`src/rtl/assert_macros.svh`:
```
// Assertion helpers used by the RTL.
`ifndef ASSERT_MACROS_SVH
`define ASSERT_MACROS_SVH

// Checked on every rising clk edge outside reset.
`define ASSERT_CLK(label, prop, msg) \
  label: assert property (@(posedge clk) disable iff (!rst_n) prop) else $error(msg);

// Checked on every rising clk edge, reset included.
`define ASSERT_ALWAYS(label, prop, msg) \
  label: assert property (@(posedge clk) prop) else $error(msg);

`endif

```
`src/rtl/pesu_pkg.sv`:
```
`default_nettype none
package pesu_pkg;

  localparam int NUM_QUANT_REGS_DEF = 8;

  // Request codes
  localparam logic [1:0] REQ_SPR_WR = 2'd0;
  localparam logic [1:0] REQ_SPR_RD = 2'd1;
  localparam logic [1:0] REQ_MSR_WR = 2'd2;
  localparam logic [1:0] REQ_EXC    = 2'd3;

  // Exception kinds
  localparam logic [2:0] EXC_DSI = 3'd0;
  localparam logic [2:0] EXC_ISI = 3'd1;
  localparam logic [2:0] EXC_EXT = 3'd2;
  localparam logic [2:0] EXC_DEC = 3'd3;
  localparam logic [2:0] EXC_SC  = 3'd4;
  localparam logic [2:0] EXC_ICI = 3'd5;

  // Local SPR numbers
  localparam logic [9:0] SPR_XER   = 10'd1;
  localparam logic [9:0] SPR_LR    = 10'd8;
  localparam logic [9:0] SPR_CTR   = 10'd9;
  localparam logic [9:0] SPR_DSISR = 10'd18;
  localparam logic [9:0] SPR_DAR   = 10'd19;
  localparam logic [9:0] SPR_SRR0  = 10'd26;
  localparam logic [9:0] SPR_SRR1  = 10'd27;
  localparam logic [9:0] SPR_UTBL  = 10'd268;
  localparam logic [9:0] SPR_UTBU  = 10'd269;
  localparam logic [9:0] SPR_SPRG0 = 10'd272;
  localparam logic [9:0] SPR_SPRG1 = 10'd273;
  localparam logic [9:0] SPR_SPRG2 = 10'd274;
  localparam logic [9:0] SPR_SPRG3 = 10'd275;
  localparam logic [9:0] SPR_TBL   = 10'd284;
  localparam logic [9:0] SPR_TBU   = 10'd285;
  localparam logic [9:0] SPR_UGQR0 = 10'd896;
  localparam logic [9:0] SPR_GQR0  = 10'd912;
  localparam logic [9:0] SPR_UPIR  = 10'd1007;
  localparam logic [9:0] SPR_THRM3 = 10'd1022;

  localparam logic [31:0] MSR_EE     = 32'h0000_8000;
  localparam logic [31:0] SAVE_MASK  = 32'h0000_FF73;
  localparam logic [31:0] CLEAR_MASK = 32'h0004_EF70;
  localparam logic [31:0] MSR_RI     = 32'h0000_0002;

  typedef struct packed {
    logic [1:0]  req_type;
    logic [9:0]  spr_number;
    logic [31:0] write_value;
    logic [2:0]  exception_kind;
    logic [31:0] current_pc;
  } in_payload_t;

  typedef struct packed {
    logic [31:0] read_value;
    logic        redirect;
    logic [31:0] new_pc;
    logic        unhandled_spr;
    logic        msr_changed;
    logic [31:0] msr_out;
  } out_payload_t;

  typedef struct packed {
    logic load;
    logic exec;
  } cmd_t;

  typedef struct packed {
    logic msr_ee;
    logic dec_pending;
    logic ici_pending;
  } status_t;

  function automatic logic [31:0] exc_vector(input logic [2:0] kind);
    logic [31:0] v;
    case (kind)
      EXC_DSI: v = 32'hFFF0_0300;
      EXC_ISI: v = 32'hFFF0_0400;
      EXC_EXT: v = 32'hFFF0_0500;
      EXC_DEC: v = 32'hFFF0_0900;
      EXC_SC:  v = 32'hFFF0_0C00;
      EXC_ICI: v = 32'hFFF0_1700;
      default: v = 32'h0;
    endcase
    return v;
  endfunction

endpackage
`default_nettype wire

```
`src/rtl/pesu_in_if.sv`:
```
`default_nettype none
interface pesu_in_if;
  logic        valid;
  logic        ready;
  logic [1:0]  req_type;
  logic [9:0]  spr_number;
  logic [31:0] write_value;
  logic [2:0]  exception_kind;
  logic [31:0] current_pc;

  modport source (output valid, req_type, spr_number, write_value, exception_kind,
                  current_pc, input ready);
  modport sink (input valid, req_type, spr_number, write_value, exception_kind,
                current_pc, output ready);
endinterface
`default_nettype wire

```
`src/rtl/pesu_out_if.sv`:
```
`default_nettype none
interface pesu_out_if;
  logic        valid;
  logic        ready;
  logic [31:0] read_value;
  logic        redirect;
  logic [31:0] new_pc;
  logic        unhandled_spr;
  logic        msr_changed;
  logic [31:0] msr_out;

  modport source (output valid, read_value, redirect, new_pc, unhandled_spr,
                  msr_changed, msr_out, input ready);
  modport sink (input valid, read_value, redirect, new_pc, unhandled_spr,
                msr_changed, msr_out, output ready);
endinterface
`default_nettype wire

```
`src/rtl/pesu_ctrl.sv`:
```
`default_nettype none
module pesu_ctrl
  import pesu_pkg::*;
(
  input  wire logic clk,
  input  wire logic rst_n,
  input  wire logic in_valid,
  output logic      in_ready,
  output logic      out_valid,
  input  wire logic out_ready,
  output cmd_t      cmd
);

  typedef enum logic {S_IDLE, S_EXEC} state_t;

  state_t state_r;
  logic   in_ready_r;
  logic   out_valid_r;
  logic   exec;

  assign exec      = (state_r == S_EXEC) && (!out_valid_r || out_ready);
  assign cmd.load  = in_valid && in_ready_r;
  assign cmd.exec  = exec;
  assign in_ready  = in_ready_r;
  assign out_valid = out_valid_r;

  always_ff @(posedge clk) begin
    if (!rst_n) begin
      state_r     <= S_IDLE;
      in_ready_r  <= 1'b1;
      out_valid_r <= 1'b0;
    end else begin
      unique case (state_r)
        S_IDLE: begin
          if (in_valid && in_ready_r) begin
            state_r    <= S_EXEC;
            in_ready_r <= 1'b0;
          end
          if (out_ready) out_valid_r <= 1'b0;
        end
        S_EXEC: begin
          if (exec) begin
            state_r     <= S_IDLE;
            in_ready_r  <= 1'b1;
            out_valid_r <= 1'b1;
          end
        end
        default: state_r <= S_IDLE;
      endcase
    end
  end

endmodule
`default_nettype wire

```
`src/rtl/pesu_dp.sv`:
```
`default_nettype none
module pesu_dp
  import pesu_pkg::*;
#(
  parameter int NUM_QUANT_REGS = NUM_QUANT_REGS_DEF
) (
  input  wire logic         clk,
  input  wire logic         rst_n,
  input  wire cmd_t         cmd,
  input  wire in_payload_t  in_data,
  output out_payload_t      out_data,
  output status_t           status
);

  localparam int QIDX_W = (NUM_QUANT_REGS > 1) ? $clog2(NUM_QUANT_REGS) : 1;

  in_payload_t  item_r;
  out_payload_t out_r;

  logic [31:0] msr_r, msr_nxt;
  logic [31:0] srr0_r, srr0_nxt;
  logic [31:0] srr1_r, srr1_nxt;
  logic [31:0] lcx_r [3];
  logic [31:0] lcx_nxt [3];
  logic [31:0] sprg_r [4];
  logic [31:0] sprg_nxt [4];
  logic [31:0] misc_r [4];
  logic [31:0] misc_nxt [4];
  logic [31:0] quant_r [NUM_QUANT_REGS];
  logic [31:0] quant_nxt [NUM_QUANT_REGS];
  logic [63:0] tb_r, tb_nxt;
  logic        decp_r, decp_nxt;
  logic        icip_r, icip_nxt;

  logic              quant_hit;
  logic [QIDX_W-1:0] qidx;
  logic              take;
  logic [2:0]        take_kind;
  logic [31:0]       msr_base;
  logic              held;
  out_payload_t      res;

  assign quant_hit = ((item_r.spr_number[9:3] == SPR_UGQR0[9:3]) ||
                      (item_r.spr_number[9:3] == SPR_GQR0[9:3])) &&
                     ({1'b0, item_r.spr_number[2:0]} < 4'(NUM_QUANT_REGS));
  assign qidx = item_r.spr_number[QIDX_W-1:0];

  always_comb begin
    msr_nxt   = msr_r;
    srr0_nxt  = srr0_r;
    srr1_nxt  = srr1_r;
    lcx_nxt   = lcx_r;
    sprg_nxt  = sprg_r;
    misc_nxt  = misc_r;
    quant_nxt = quant_r;
    tb_nxt    = tb_r;
    decp_nxt  = decp_r;
    icip_nxt  = icip_r;
    take      = 1'b0;
    take_kind = item_r.exception_kind;
    msr_base  = msr_r;
    held      = 1'b0;
    res       = '0;

    case (item_r.req_type)
      REQ_SPR_WR: begin
        unique case (item_r.spr_number)
          SPR_LR:    lcx_nxt[0]  = item_r.write_value;
          SPR_CTR:   lcx_nxt[1]  = item_r.write_value;
          SPR_XER:   lcx_nxt[2]  = item_r.write_value;
          SPR_SPRG0: sprg_nxt[0] = item_r.write_value;
          SPR_SPRG1: sprg_nxt[1] = item_r.write_value;
          SPR_SPRG2: sprg_nxt[2] = item_r.write_value;
          SPR_SPRG3: sprg_nxt[3] = item_r.write_value;
          SPR_UPIR:  misc_nxt[0] = item_r.write_value;
          SPR_THRM3: misc_nxt[1] = item_r.write_value;
          SPR_DSISR: misc_nxt[2] = item_r.write_value;
          SPR_DAR:   misc_nxt[3] = item_r.write_value;
          SPR_SRR0:  srr0_nxt    = item_r.write_value;
          SPR_SRR1:  srr1_nxt    = item_r.write_value;
          SPR_TBL:   tb_nxt      = {tb_r[63:32], item_r.write_value};
          SPR_TBU:   tb_nxt      = {item_r.write_value, tb_r[31:0]};
          default: begin
            if (quant_hit) quant_nxt[qidx] = item_r.write_value;
            else res.unhandled_spr = 1'b1;
          end
        endcase
      end
      REQ_SPR_RD: begin
        unique case (item_r.spr_number)
          SPR_LR:    res.read_value = lcx_r[0];
          SPR_CTR:   res.read_value = lcx_r[1];
          SPR_XER:   res.read_value = lcx_r[2];
          SPR_SPRG0: res.read_value = sprg_r[0];
          SPR_SPRG1: res.read_value = sprg_r[1];
          SPR_SPRG2: res.read_value = sprg_r[2];
          SPR_SPRG3: res.read_value = sprg_r[3];
          SPR_UPIR:  res.read_value = misc_r[0];
          SPR_THRM3: res.read_value = misc_r[1];
          SPR_DSISR: res.read_value = misc_r[2];
          SPR_DAR:   res.read_value = misc_r[3];
          SPR_SRR0:  res.read_value = srr0_r;
          SPR_SRR1:  res.read_value = srr1_r;
          SPR_UTBL:  res.read_value = tb_r[31:0];
          SPR_UTBU:  res.read_value = tb_r[63:32];
          default: begin
            if (quant_hit) res.read_value = quant_r[qidx];
            else res.unhandled_spr = 1'b1;
          end
        endcase
      end
      REQ_MSR_WR: begin
        msr_nxt         = item_r.write_value;
        msr_base        = item_r.write_value;
        res.msr_changed = 1'b1;
        if ((item_r.write_value & MSR_EE) != '0) begin
          if (decp_r) begin
            decp_nxt  = 1'b0;
            take      = 1'b1;
            take_kind = EXC_DEC;
          end else if (icip_r) begin
            icip_nxt  = 1'b0;
            take      = 1'b1;
            take_kind = EXC_ICI;
          end
        end
      end
      default: begin
        if (item_r.exception_kind <= EXC_ICI) begin
          if ((msr_r & MSR_EE) == '0) begin
            case (item_r.exception_kind)
              EXC_EXT: held = 1'b1;
              EXC_DEC: begin held = 1'b1; decp_nxt = 1'b1; end
              EXC_ICI: begin held = 1'b1; icip_nxt = 1'b1; end
              default: held = 1'b0;
            endcase
          end
          if (!held) begin
            take            = 1'b1;
            res.msr_changed = 1'b1;
          end
        end
      end
    endcase

    if (take) begin
      srr0_nxt     = (take_kind == EXC_DSI) ? item_r.current_pc - 32'd4
                                            : item_r.current_pc;
      srr1_nxt     = (msr_base & SAVE_MASK) | MSR_RI;
      msr_nxt      = msr_base & ~CLEAR_MASK;
      res.redirect = 1'b1;
      res.new_pc   = exc_vector(take_kind);
    end
    res.msr_out = msr_nxt;
  end

  always_ff @(posedge clk) begin
    if (cmd.load) item_r <= in_data;
    if (cmd.exec) out_r <= res;
  end

  always_ff @(posedge clk) begin
    if (!rst_n) begin
      msr_r  <= '0;
      srr0_r <= '0;
      srr1_r <= '0;
      tb_r   <= '0;
      decp_r <= 1'b0;
      icip_r <= 1'b0;
      for (int i = 0; i < 3; i++) lcx_r[i] <= '0;
      for (int i = 0; i < 4; i++) begin
        sprg_r[i] <= '0;
        misc_r[i] <= '0;
      end
      for (int i = 0; i < NUM_QUANT_REGS; i++) quant_r[i] <= '0;
    end else if (cmd.exec) begin
      msr_r   <= msr_nxt;
      srr0_r  <= srr0_nxt;
      srr1_r  <= srr1_nxt;
      tb_r    <= tb_nxt;
      decp_r  <= decp_nxt;
      icip_r  <= icip_nxt;
      lcx_r   <= lcx_nxt;
      sprg_r  <= sprg_nxt;
      misc_r  <= misc_nxt;
      quant_r <= quant_nxt;
    end
  end

  assign out_data           = out_r;
  assign status.msr_ee      = msr_r[15];
  assign status.dec_pending = decp_r;
  assign status.ici_pending = icip_r;

endmodule
`default_nettype wire

```
`src/rtl/ppc_exception_and_spr_unit.sv`:
```
// Exception entry and local SPR file for a PowerPC-style core.
// in_item (sink): one request per item - SPR write, SPR read, MSR write or
//   raised exception, with the core's current PC.
// out_item (source): exactly one result per item - read data, redirect flag
//   and vector, unhandled-SPR flag, MSR-written flag and the MSR after the item.
// Handshake: an accepted item is loaded into the input holding register and
//   executed once the output register is free or being taken; its result is
//   valid from then on. in_item.ready drops after each accept and stays low
//   until that item executes, as the controller loads and then executes the
//   single input holding register, so no new item is taken before then.
// A result waiting in the output register does not block the next accept;
//   if out_item.ready stays low, the following item waits in the holding
//   register until the output register is taken.
// Reset (rst_n low, synchronous): MSR, SRR0/1, LR/CTR/XER, SPRGs, UPIR,
//   THRM3, DSISR, DAR, time base, GQRs and both pending flags clear to zero;
//   the unit comes up ready with no result pending.
`default_nettype none
module ppc_exception_and_spr_unit
  import pesu_pkg::*;
#(
  parameter int NUM_QUANT_REGS = NUM_QUANT_REGS_DEF
) (
  input  wire logic   clk,
  input  wire logic   rst_n,
  pesu_in_if.sink     in_item,
  pesu_out_if.source  out_item
);

  `include "assert_macros.svh"

  cmd_t         cmd;
  status_t      status;
  in_payload_t  in_data;
  out_payload_t out_data;

  assign in_data.req_type       = in_item.req_type;
  assign in_data.spr_number     = in_item.spr_number;
  assign in_data.write_value    = in_item.write_value;
  assign in_data.exception_kind = in_item.exception_kind;
  assign in_data.current_pc     = in_item.current_pc;

  pesu_ctrl u_ctrl (
    .clk       (clk),
    .rst_n     (rst_n),
    .in_valid  (in_item.valid),
    .in_ready  (in_item.ready),
    .out_valid (out_item.valid),
    .out_ready (out_item.ready),
    .cmd       (cmd)
  );

  pesu_dp #(
    .NUM_QUANT_REGS (NUM_QUANT_REGS)
  ) u_dp (
    .clk      (clk),
    .rst_n    (rst_n),
    .cmd      (cmd),
    .in_data  (in_data),
    .out_data (out_data),
    .status   (status)
  );

  assign out_item.read_value    = out_data.read_value;
  assign out_item.redirect      = out_data.redirect;
  assign out_item.new_pc        = out_data.new_pc;
  assign out_item.unhandled_spr = out_data.unhandled_spr;
  assign out_item.msr_changed   = out_data.msr_changed;
  assign out_item.msr_out       = out_data.msr_out;

  `ASSERT_CLK(a_busy_after_accept, in_item.valid && in_item.ready |=> !in_item.ready, "accepted while busy")
  `ASSERT_CLK(a_redirect_clears_ee, out_item.valid && out_item.redirect |-> !out_item.msr_out[15], "EE set after exception entry")
  `ASSERT_CLK(a_no_pending_with_ee, status.msr_ee |-> !(status.dec_pending || status.ici_pending), "exception pending while EE set")
  `ASSERT_CLK(a_unhandled_reads_zero, out_item.valid && out_item.unhandled_spr |-> out_item.read_value == 32'h0 && !out_item.redirect, "unhandled SPR with data")

endmodule
`default_nettype wire
```
`src/flat_wrapper.sv`:
```
// flat-port wrapper written by rule: the top's interface ports become plain ports
module ppc_exception_and_spr_unit_flat import pesu_pkg::*;
#(
  parameter int NUM_QUANT_REGS = NUM_QUANT_REGS_DEF
)
  (clk, rst_n, in_item_valid, in_item_req_type, in_item_spr_number, in_item_write_value, in_item_exception_kind, in_item_current_pc, in_item_ready, out_item_valid, out_item_read_value, out_item_redirect, out_item_new_pc, out_item_unhandled_spr, out_item_msr_changed, out_item_msr_out, out_item_ready);
  pesu_in_if in_item_i ();
  pesu_out_if out_item_i ();
  input  wire logic clk;
  input  wire logic rst_n;
  input wire logic [$bits(in_item_i.valid)-1:0] in_item_valid;
  input wire logic [$bits(in_item_i.req_type)-1:0] in_item_req_type;
  input wire logic [$bits(in_item_i.spr_number)-1:0] in_item_spr_number;
  input wire logic [$bits(in_item_i.write_value)-1:0] in_item_write_value;
  input wire logic [$bits(in_item_i.exception_kind)-1:0] in_item_exception_kind;
  input wire logic [$bits(in_item_i.current_pc)-1:0] in_item_current_pc;
  output wire logic [$bits(in_item_i.ready)-1:0] in_item_ready;
  output wire logic [$bits(out_item_i.valid)-1:0] out_item_valid;
  output wire logic [$bits(out_item_i.read_value)-1:0] out_item_read_value;
  output wire logic [$bits(out_item_i.redirect)-1:0] out_item_redirect;
  output wire logic [$bits(out_item_i.new_pc)-1:0] out_item_new_pc;
  output wire logic [$bits(out_item_i.unhandled_spr)-1:0] out_item_unhandled_spr;
  output wire logic [$bits(out_item_i.msr_changed)-1:0] out_item_msr_changed;
  output wire logic [$bits(out_item_i.msr_out)-1:0] out_item_msr_out;
  input wire logic [$bits(out_item_i.ready)-1:0] out_item_ready;
  assign in_item_i.valid = in_item_valid;
  assign in_item_i.req_type = in_item_req_type;
  assign in_item_i.spr_number = in_item_spr_number;
  assign in_item_i.write_value = in_item_write_value;
  assign in_item_i.exception_kind = in_item_exception_kind;
  assign in_item_i.current_pc = in_item_current_pc;
  assign in_item_ready = in_item_i.ready;
  assign out_item_valid = out_item_i.valid;
  assign out_item_read_value = out_item_i.read_value;
  assign out_item_redirect = out_item_i.redirect;
  assign out_item_new_pc = out_item_i.new_pc;
  assign out_item_unhandled_spr = out_item_i.unhandled_spr;
  assign out_item_msr_changed = out_item_i.msr_changed;
  assign out_item_msr_out = out_item_i.msr_out;
  assign out_item_i.ready = out_item_ready;
  ppc_exception_and_spr_unit #(.NUM_QUANT_REGS(NUM_QUANT_REGS)) u_core (.clk(clk), .rst_n(rst_n), .in_item(in_item_i), .out_item(out_item_i));
endmodule
```
`config.mk`:
```
export PLATFORM = sky130hd
export DESIGN_NAME = ppc_exception_and_spr_unit_flat
export DESIGN_NICKNAME = d
export VERILOG_FILES = /design/src/rtl/pesu_pkg.sv /design/src/rtl/pesu_in_if.sv /design/src/rtl/pesu_out_if.sv /design/src/rtl/pesu_ctrl.sv /design/src/rtl/pesu_dp.sv /design/src/rtl/ppc_exception_and_spr_unit.sv /design/src/flat_wrapper.sv
export VERILOG_INCLUDE_DIRS = /design/src /design/src/rtl
export SDC_FILE = /design/constraint.sdc
export NUM_CORES = 2
export LEC_CHECK = 0
export BUFFER_PORTS_ARGS = -buffer_cell sky130_fd_sc_hd__buf_2
export CAP_MARGIN = 5
export CORE_MARGIN = 1
export CORE_UTILIZATION = 50
export DETAILED_ROUTE_END_ITERATION = 7
export PLACE_DENSITY = 0.67
export SETUP_SLACK_MARGIN = 0.4
export SLEW_MARGIN = 15
export SYNTH_ARGS = -nofsm -noshare
export SYNTH_HDL_FRONTEND = slang
export SYNTH_HIERARCHICAL = 1
export SYNTH_SLANG_ARGS = --single-unit
```
`constraint.sdc`:
```
create_clock -name clk -period 5.65 [get_ports clk]
set_input_delay 0.2825 -clock clk [delete_from_list [all_inputs] [get_ports clk]]
set_output_delay 0.2825 -clock clk [all_outputs]
set_load 0.02 [all_outputs]
```
Yosys cells after proc, flatten, opt, wreduce, memory -nomap -nowiden
Cells that the tools add are included.
{"block": "word_totals", "reg_bits": 951, "input_bits": 83, "out_inout_bits": 101, "wordCells": 183}
{"block": "op_classes", "addsub": 1, "n_lt_le_gt_ge": 3, "eq_ne": 34, "muxes": 58, "bitwise_logic": 6, "reduce_logical": 41}
{"cell": "one-hot mux 32 bit (15 select lines)", "count": 1}
{"cell": "2-to-1 mux 32 bit", "count": 12}
{"cell": "bitwise mux 256 bit", "count": 1}
{"cell": "one-hot mux 32 bit (6 select lines)", "count": 1}
{"cell": "one-hot mux 64 bit (2 select lines)", "count": 1}
{"cell": "binary-select mux 32 bit (select 3 bit)", "count": 1}
{"cell": "demux 32 bit (select 3 bit)", "count": 1}
{"cell": "== test 10 x 9 -> 1 bit, second input constant", "count": 8}
{"cell": "== test 10 x 5 -> 1 bit, second input constant", "count": 4}
{"cell": "AND reduction 3 bit", "count": 13}
{"cell": "2-to-1 mux 33 bit", "count": 1}
{"cell": "logical NOT 32 bit", "count": 1}
{"cell": "subtractor 32 x 3 -> 32 bit, second input constant", "count": 1}
{"cell": "OR reduction 15 bit", "count": 2}
{"cell": "2-to-1 mux 1 bit", "count": 26}
{"cell": "== test 10 bit, second input constant", "count": 2}
{"cell": "== test 10 x 4 -> 1 bit, second input constant", "count": 2}
{"cell": "2-to-1 mux 19 bit", "count": 1}
{"cell": "one-hot mux 1 bit (2 select lines)", "count": 8}
{"cell": "== test 7 bit, second input constant", "count": 2}
{"cell": "nonzero test 2 bit", "count": 7}
{"cell": "== test 3 x 2 -> 1 bit, second input constant", "count": 4}
{"cell": "2-to-1 mux 3 bit", "count": 4}
{"cell": "AND reduction 4 bit", "count": 3}
{"cell": "other kinds (22)", "count": 36}

Depth between registers and ports, before layout
{"block": "logic_depth", "depth_word": 11, "ltp_mapped": 12, "depth_no_buf": 7}

Hierarchy
Netlist, hierarchy kept.
{"module": "pesu_dp", "n_inst": 1, "cells_each": 4616, "area_per_inst_um2": 39497.9, "seq_area_each_um2": 19979.2}
{"module": "pesu_ctrl", "n_inst": 1, "cells_each": 15, "area_per_inst_um2": 143.9, "seq_area_each_um2": 60.1}

Worst setup path after synthesis
No wires, ideal clock.
{"block": "synth_timing", "kind": "register to register", "start": "register u_core.u_ctrl.out_valid_r, in the netlist u_core/u_ctrl/out_valid", "end": "register u_core/u_dp/quant_r[129] in the netlist's numbering", "setup_time_ps": 70, "arrival_time_ps": 2888, "t_required_ps": 5580, "slack_ps": 2692, "stages_incl_launch_ff": 13, "path_buffers": 5, "period_less_slack_ps": 2958, "cell_sequence": "dfxtp_1 -> nor2b_1 -> nor2b_2 -> buf_4 -> buf_4 -> or3b_1 -> buf_4 -> nor4_4 -> and2_1 -> buf_2 -> buf_4 -> nand2_1 -> a21oi_1"}
{"block": "synth_between", "elab_chain_cells": 4}
{"element": "start, declared", "line": "pesu_ctrl.sv:18", "text": "logic out_valid_r;"}
{"element": "start signal, assigned", "line": "pesu_ctrl.sv:31", "text": "out_valid_r <= 1'b0;"}
{"element": "start signal, assigned", "line": "pesu_ctrl.sv:39", "text": "if (out_ready) out_valid_r <= 1'b0;"}
{"element": "start signal, assigned", "line": "pesu_ctrl.sv:45", "text": "out_valid_r <= 1'b1;"}
{"element": "logical NOT 1 bit", "line": "pesu_ctrl.sv:21", "text": "assign exec = (state_r == S_EXEC) && (!out_valid_r || out_ready);"}
{"element": "logical OR 1 bit", "line": "pesu_ctrl.sv:21"}
{"element": "logical AND 1 bit", "line": "pesu_ctrl.sv:21"}
{"element": "net u_core.u_ctrl.exec", "line": "pesu_ctrl.sv:19", "text": "logic exec;"}
{"element": "AND reduction 4 bit (no line)"}
{"element": "end signal, assigned", "line": "pesu_dp.sv:186", "text": "quant_r <= quant_nxt;"}
{"element": "end, declared", "line": "pesu_dp.sv:29", "text": "logic [31:0] quant_r [NUM_QUANT_REGS];"}
The timed path passes the listed nets, and every way through them passes these cells.
A chain may end at the register's enable or synchronous reset.

Worst setup path in the final report
{"block": "layout_timing", "start": "register u_core/u_dp/item_r[76] in the netlist's numbering", "end": "register u_core/u_dp/sprg_r[9] in the netlist's numbering"}
{"block": "layout_between", "elab_chain_cells": 2}
{"element": "start, declared", "line": "pesu_dp.sv:17", "text": "in_payload_t item_r;"}
{"element": "start signal, assigned", "line": "pesu_dp.sv:158", "text": "if (cmd.load) item_r <= in_data;"}
{"element": "== test 10 x 9 -> 1 bit", "line": "pesu_dp.sv:67", "text": "unique case (item_r.spr_number)"}
{"element": "AND reduction 3 bit (no line)"}
{"element": "end signal, assigned", "line": "pesu_dp.sv:184", "text": "sprg_r <= sprg_nxt;"}
{"element": "end, declared", "line": "pesu_dp.sv:25", "text": "logic [31:0] sprg_r [4];"}
Every way passes these cells.

==> impl_summary.md <==
Setup path
The largest stage delay on the critical path is 1.00 ns. The master of the slowest instance on the critical path is sky130_fd_sc_hd__nand3_1. Data on the critical path is required at its endpoint by 6.21 ns. The element type at the critical path end is a flip-flop. The critical path arrival is about 4.5 ns. The highest fanout seen on the critical path is 22. The critical path in this run is classified as flip-flop to flip-flop. The kind of start point of the critical path is a flip-flop.

Traced cell by cell, the critical path runs through nor2b_1 > nand3_1 > nor3_4 > buf_4 > nand2_1 > a21oi_1.

Finish
The number of nets at the end of the flow is 4,735. The fraction of final layout cells sized beyond drive strength 1 is 11.9%. Fill cells in the final layout number between 6,000 and 7,000. From synthesis to final layout, the design area changed by 13.3%. The post-layout instance area is ~45,000 um^2.

Clock network
The total clock buffers created by CTS is 94. The level count of the clock H-tree is 3. The count of hold-fix buffers inserted at cts is between 80 and 90.

The CTS tree is built. The clock sink total is 925. The maximum clock insertion buffer count is 3. The tree is rooted in a sky130_fd_sc_hd__clkbuf_16. In this run the post-CTS setup repair buffer count came out at 0. The clock slew at the register clock pins of the worst setup and hold paths is approximately 0.060 ns. The insertion delay of the later-clocked pin in the worst-skew pair is 0.66 ns.

The number of gates resized after CTS was 0.

Floorplan
Pin placement for this block handled ~180 I/O pins. In this run the vertical extent of the chip is 283 um. The width of the die is between 200 and 300 um. Once the floorplan was initialized, standard cells occupied around half of the core. In this run the core area contains about 100 standard-cell rows.

The die footprint is 80,400 um^2. The area of the core region is 78,000 um^2.

Routing
Dividing the detail-routed wire length by the instance count gives 26.2 um. After detailed routing, the number of remaining DRC violations is 0. The count of antenna-violating nets left after detailed routing is 0. The total routed wirelength is ~150 mm. The starting DRC count in detailed routing is 5,497. For this run, the detailed router's first-pass iteration total came to 6. The routed layout has 36,300 vias. The ratio of routed vias to standard cells is about 6.3.

STA
Timing would allow up to 0.254 GHz. In the final timing run, aggregate negative setup slack is 0 ns. Setup violations remaining at the end of the flow were counted as 0. The number of pins exceeding their max-slew limit in the final report was 0. The minimum setup slack in the final design is 1.72 ns. The final number of hold-violating endpoints came to 0. The clock arrives with slightly below 0.02 ns of skew. The final critical-path required period is 3.93 ns. Setup repair after global routing left no endpoint under its margin. The worst relative slew slack is ~16%. At the pin with the least slew margin, the transition time is 1.26 ns. The ratio of final minimum period to clock period is 69.6%.

Placed design
Detailed placement ended at an HPWL of 93.8 mm. Routability-driven placement finished with a final weighted congestion of between 1 and 1.5. Port buffering added about 170 buffers. The area after detailed placement is 40,800 um^2. Timing analysis after detailed placement gives a worst setup slack of 1.91 ns.

Hold path
The kind of path behind the tightest hold check is input pin to flip-flop.

GRT
Entering global routing, the biggest net connects 230 pins. For this run the aggregate overflow at the end of global routing stands at 0. The first global-routing pass estimated 220 mm of wire.

The number of antenna violations at the first check in global routing came to 10. The total track usage is 36.4%. The number of global-route vias before repair was 32,800.

Power
The peak ir drop on the vdd network is about 0.24 mV. For this design the static power due to leakage is approximately 15 nW. In this run the power density over the cells is 314 nW/um^2.

Run
The tool flagged a number of max-cap violations equal to 0.

Synth
For this run, the number of Yosys warnings is 6. A synthesized cell averages 8.56 um^2. Summing every instance area after synthesis gives about 40,000 um^2. Synthesis handed over a netlist of around 4,600 instances.

Run status
The run finished with clean final reports.
[sequential cells by signal, summed over array words and instances, names as in the netlist, 32 cells and up]
register / flops
u_core/u_dp/lcx_r: 96
u_core/u_dp/quant_r: 256
u_core/u_dp/item_r: 79
u_core/u_dp/out_data: 73
u_core/u_dp/sprg_r: 128
u_core/u_dp/msr_r: 32
u_core/u_dp/tb_r: 64
u_core/u_dp/misc_r: 128
u_core/u_dp/srr1_r: 32
u_core/u_dp/srr0_r: 32
[power by group]
group / internal, mW / total (mW) / switching [mW]
clock: 3.76 / 6.44 / 2.68
combinational: 0.212 / 0.823 / 0.610
sequential: 6.77 / 6.84 / 0.0658
[layout make-up]
cell class | count | area, um^2 | area share (%)
multi-input cells | 3247 | 17600 | 39.3
repair buffers | 371 | 2630 | 5.87
diodes | 3 | 7.51 | 0.0167
flip-flops and latches | 925 | 20000 | 44.7
clock inverters | 22 | 205 | 0.457
clock buffers | 154 | 3000 | 6.68
well taps | 1040 | 1300 | 2.90
inverters | 12 | 52.6 | 0.117
[through the flow]
step | total power [mW] | hold WS [ns] | util, % | cells
floorplan | 7.42 | 0.354 | - | 4642
global route | 14.4 | 0.241 | 57.5 | 5771
CTS | 14.1 | 0.165 | 57.5 | 5771
detailed placement | 7.73 | 0.442 | 52.4 | 5513
global placement | 7.73 | 0.436 | 52.4 | 5513
finish | 14.1 | 0.233 | 57.5 | 5774
[worst paths after layout]
check	cells after the start	startpoint	slack [ns]	to
max	6	u_core/u_dp/item_r[76]$_DFFE_PP_	1.72	u_core/u_dp/sprg_r[9]$_SDFFE_PN0P_
min reg2reg	2	u_core/u_dp/quant_r[59]$_SDFFE_PN0P_	0.45	u_core/u_dp/quant_r[59]$_SDFFE_PN0P_
min	2	rst_n	0.23	u_core/u_ctrl/in_ready$_SDFFE_PN1P_
max reg2reg	6	u_core/u_dp/item_r[76]$_DFFE_PP_	1.72	u_core/u_dp/sprg_r[9]$_SDFFE_PN0P_
[cells in the final DEF (no fill, tap or decap), drive strengths merged, types with 11 or more instances in the layout]
master,n
a222oi,12
a22oi,62
nand3,61
nor4,25
a22o,26
nor2,97
buf,289
nor2b,13
o221ai,18
conb,15
o2bb2ai,18
inv,12
o22ai,51
a211oi,19
edfxtp,152
clkbuf,154
a21oi,723
a221oi,34
a311oi,16
nor3,77
a31oi,33
o21ai,19
mux2i,153
clkinv,19
mux2,15
nand2,1533
a32o,12
a2111oi,11
dfxtp,773
dlygate4sd3,82
mux4,55
[critical path, delay by kind of cell, from the launching register on]
family / cells / cell delay [ns]
AND/OR/NAND/NOR: 4 / 2.55
flip-flops: 1 / 0.66
buffers and inverters: 1 / 0.43
AO/OA/AOI/OAI: 1 / 0.17
[metal layers]
layer / part of all wire (%) / vias to the layer above / global-route usage (%)
met5: 0.018 / - / 0
li1: - / 16000 / -
met2: 43 / 2331 / 53.1
met3: 13 / 484 / 9.52
met1: 39 / 17400 / 49.8
met4: 5.7 / 4 / 17.9
No activity file was read; power rests on OpenSTA's default activity.
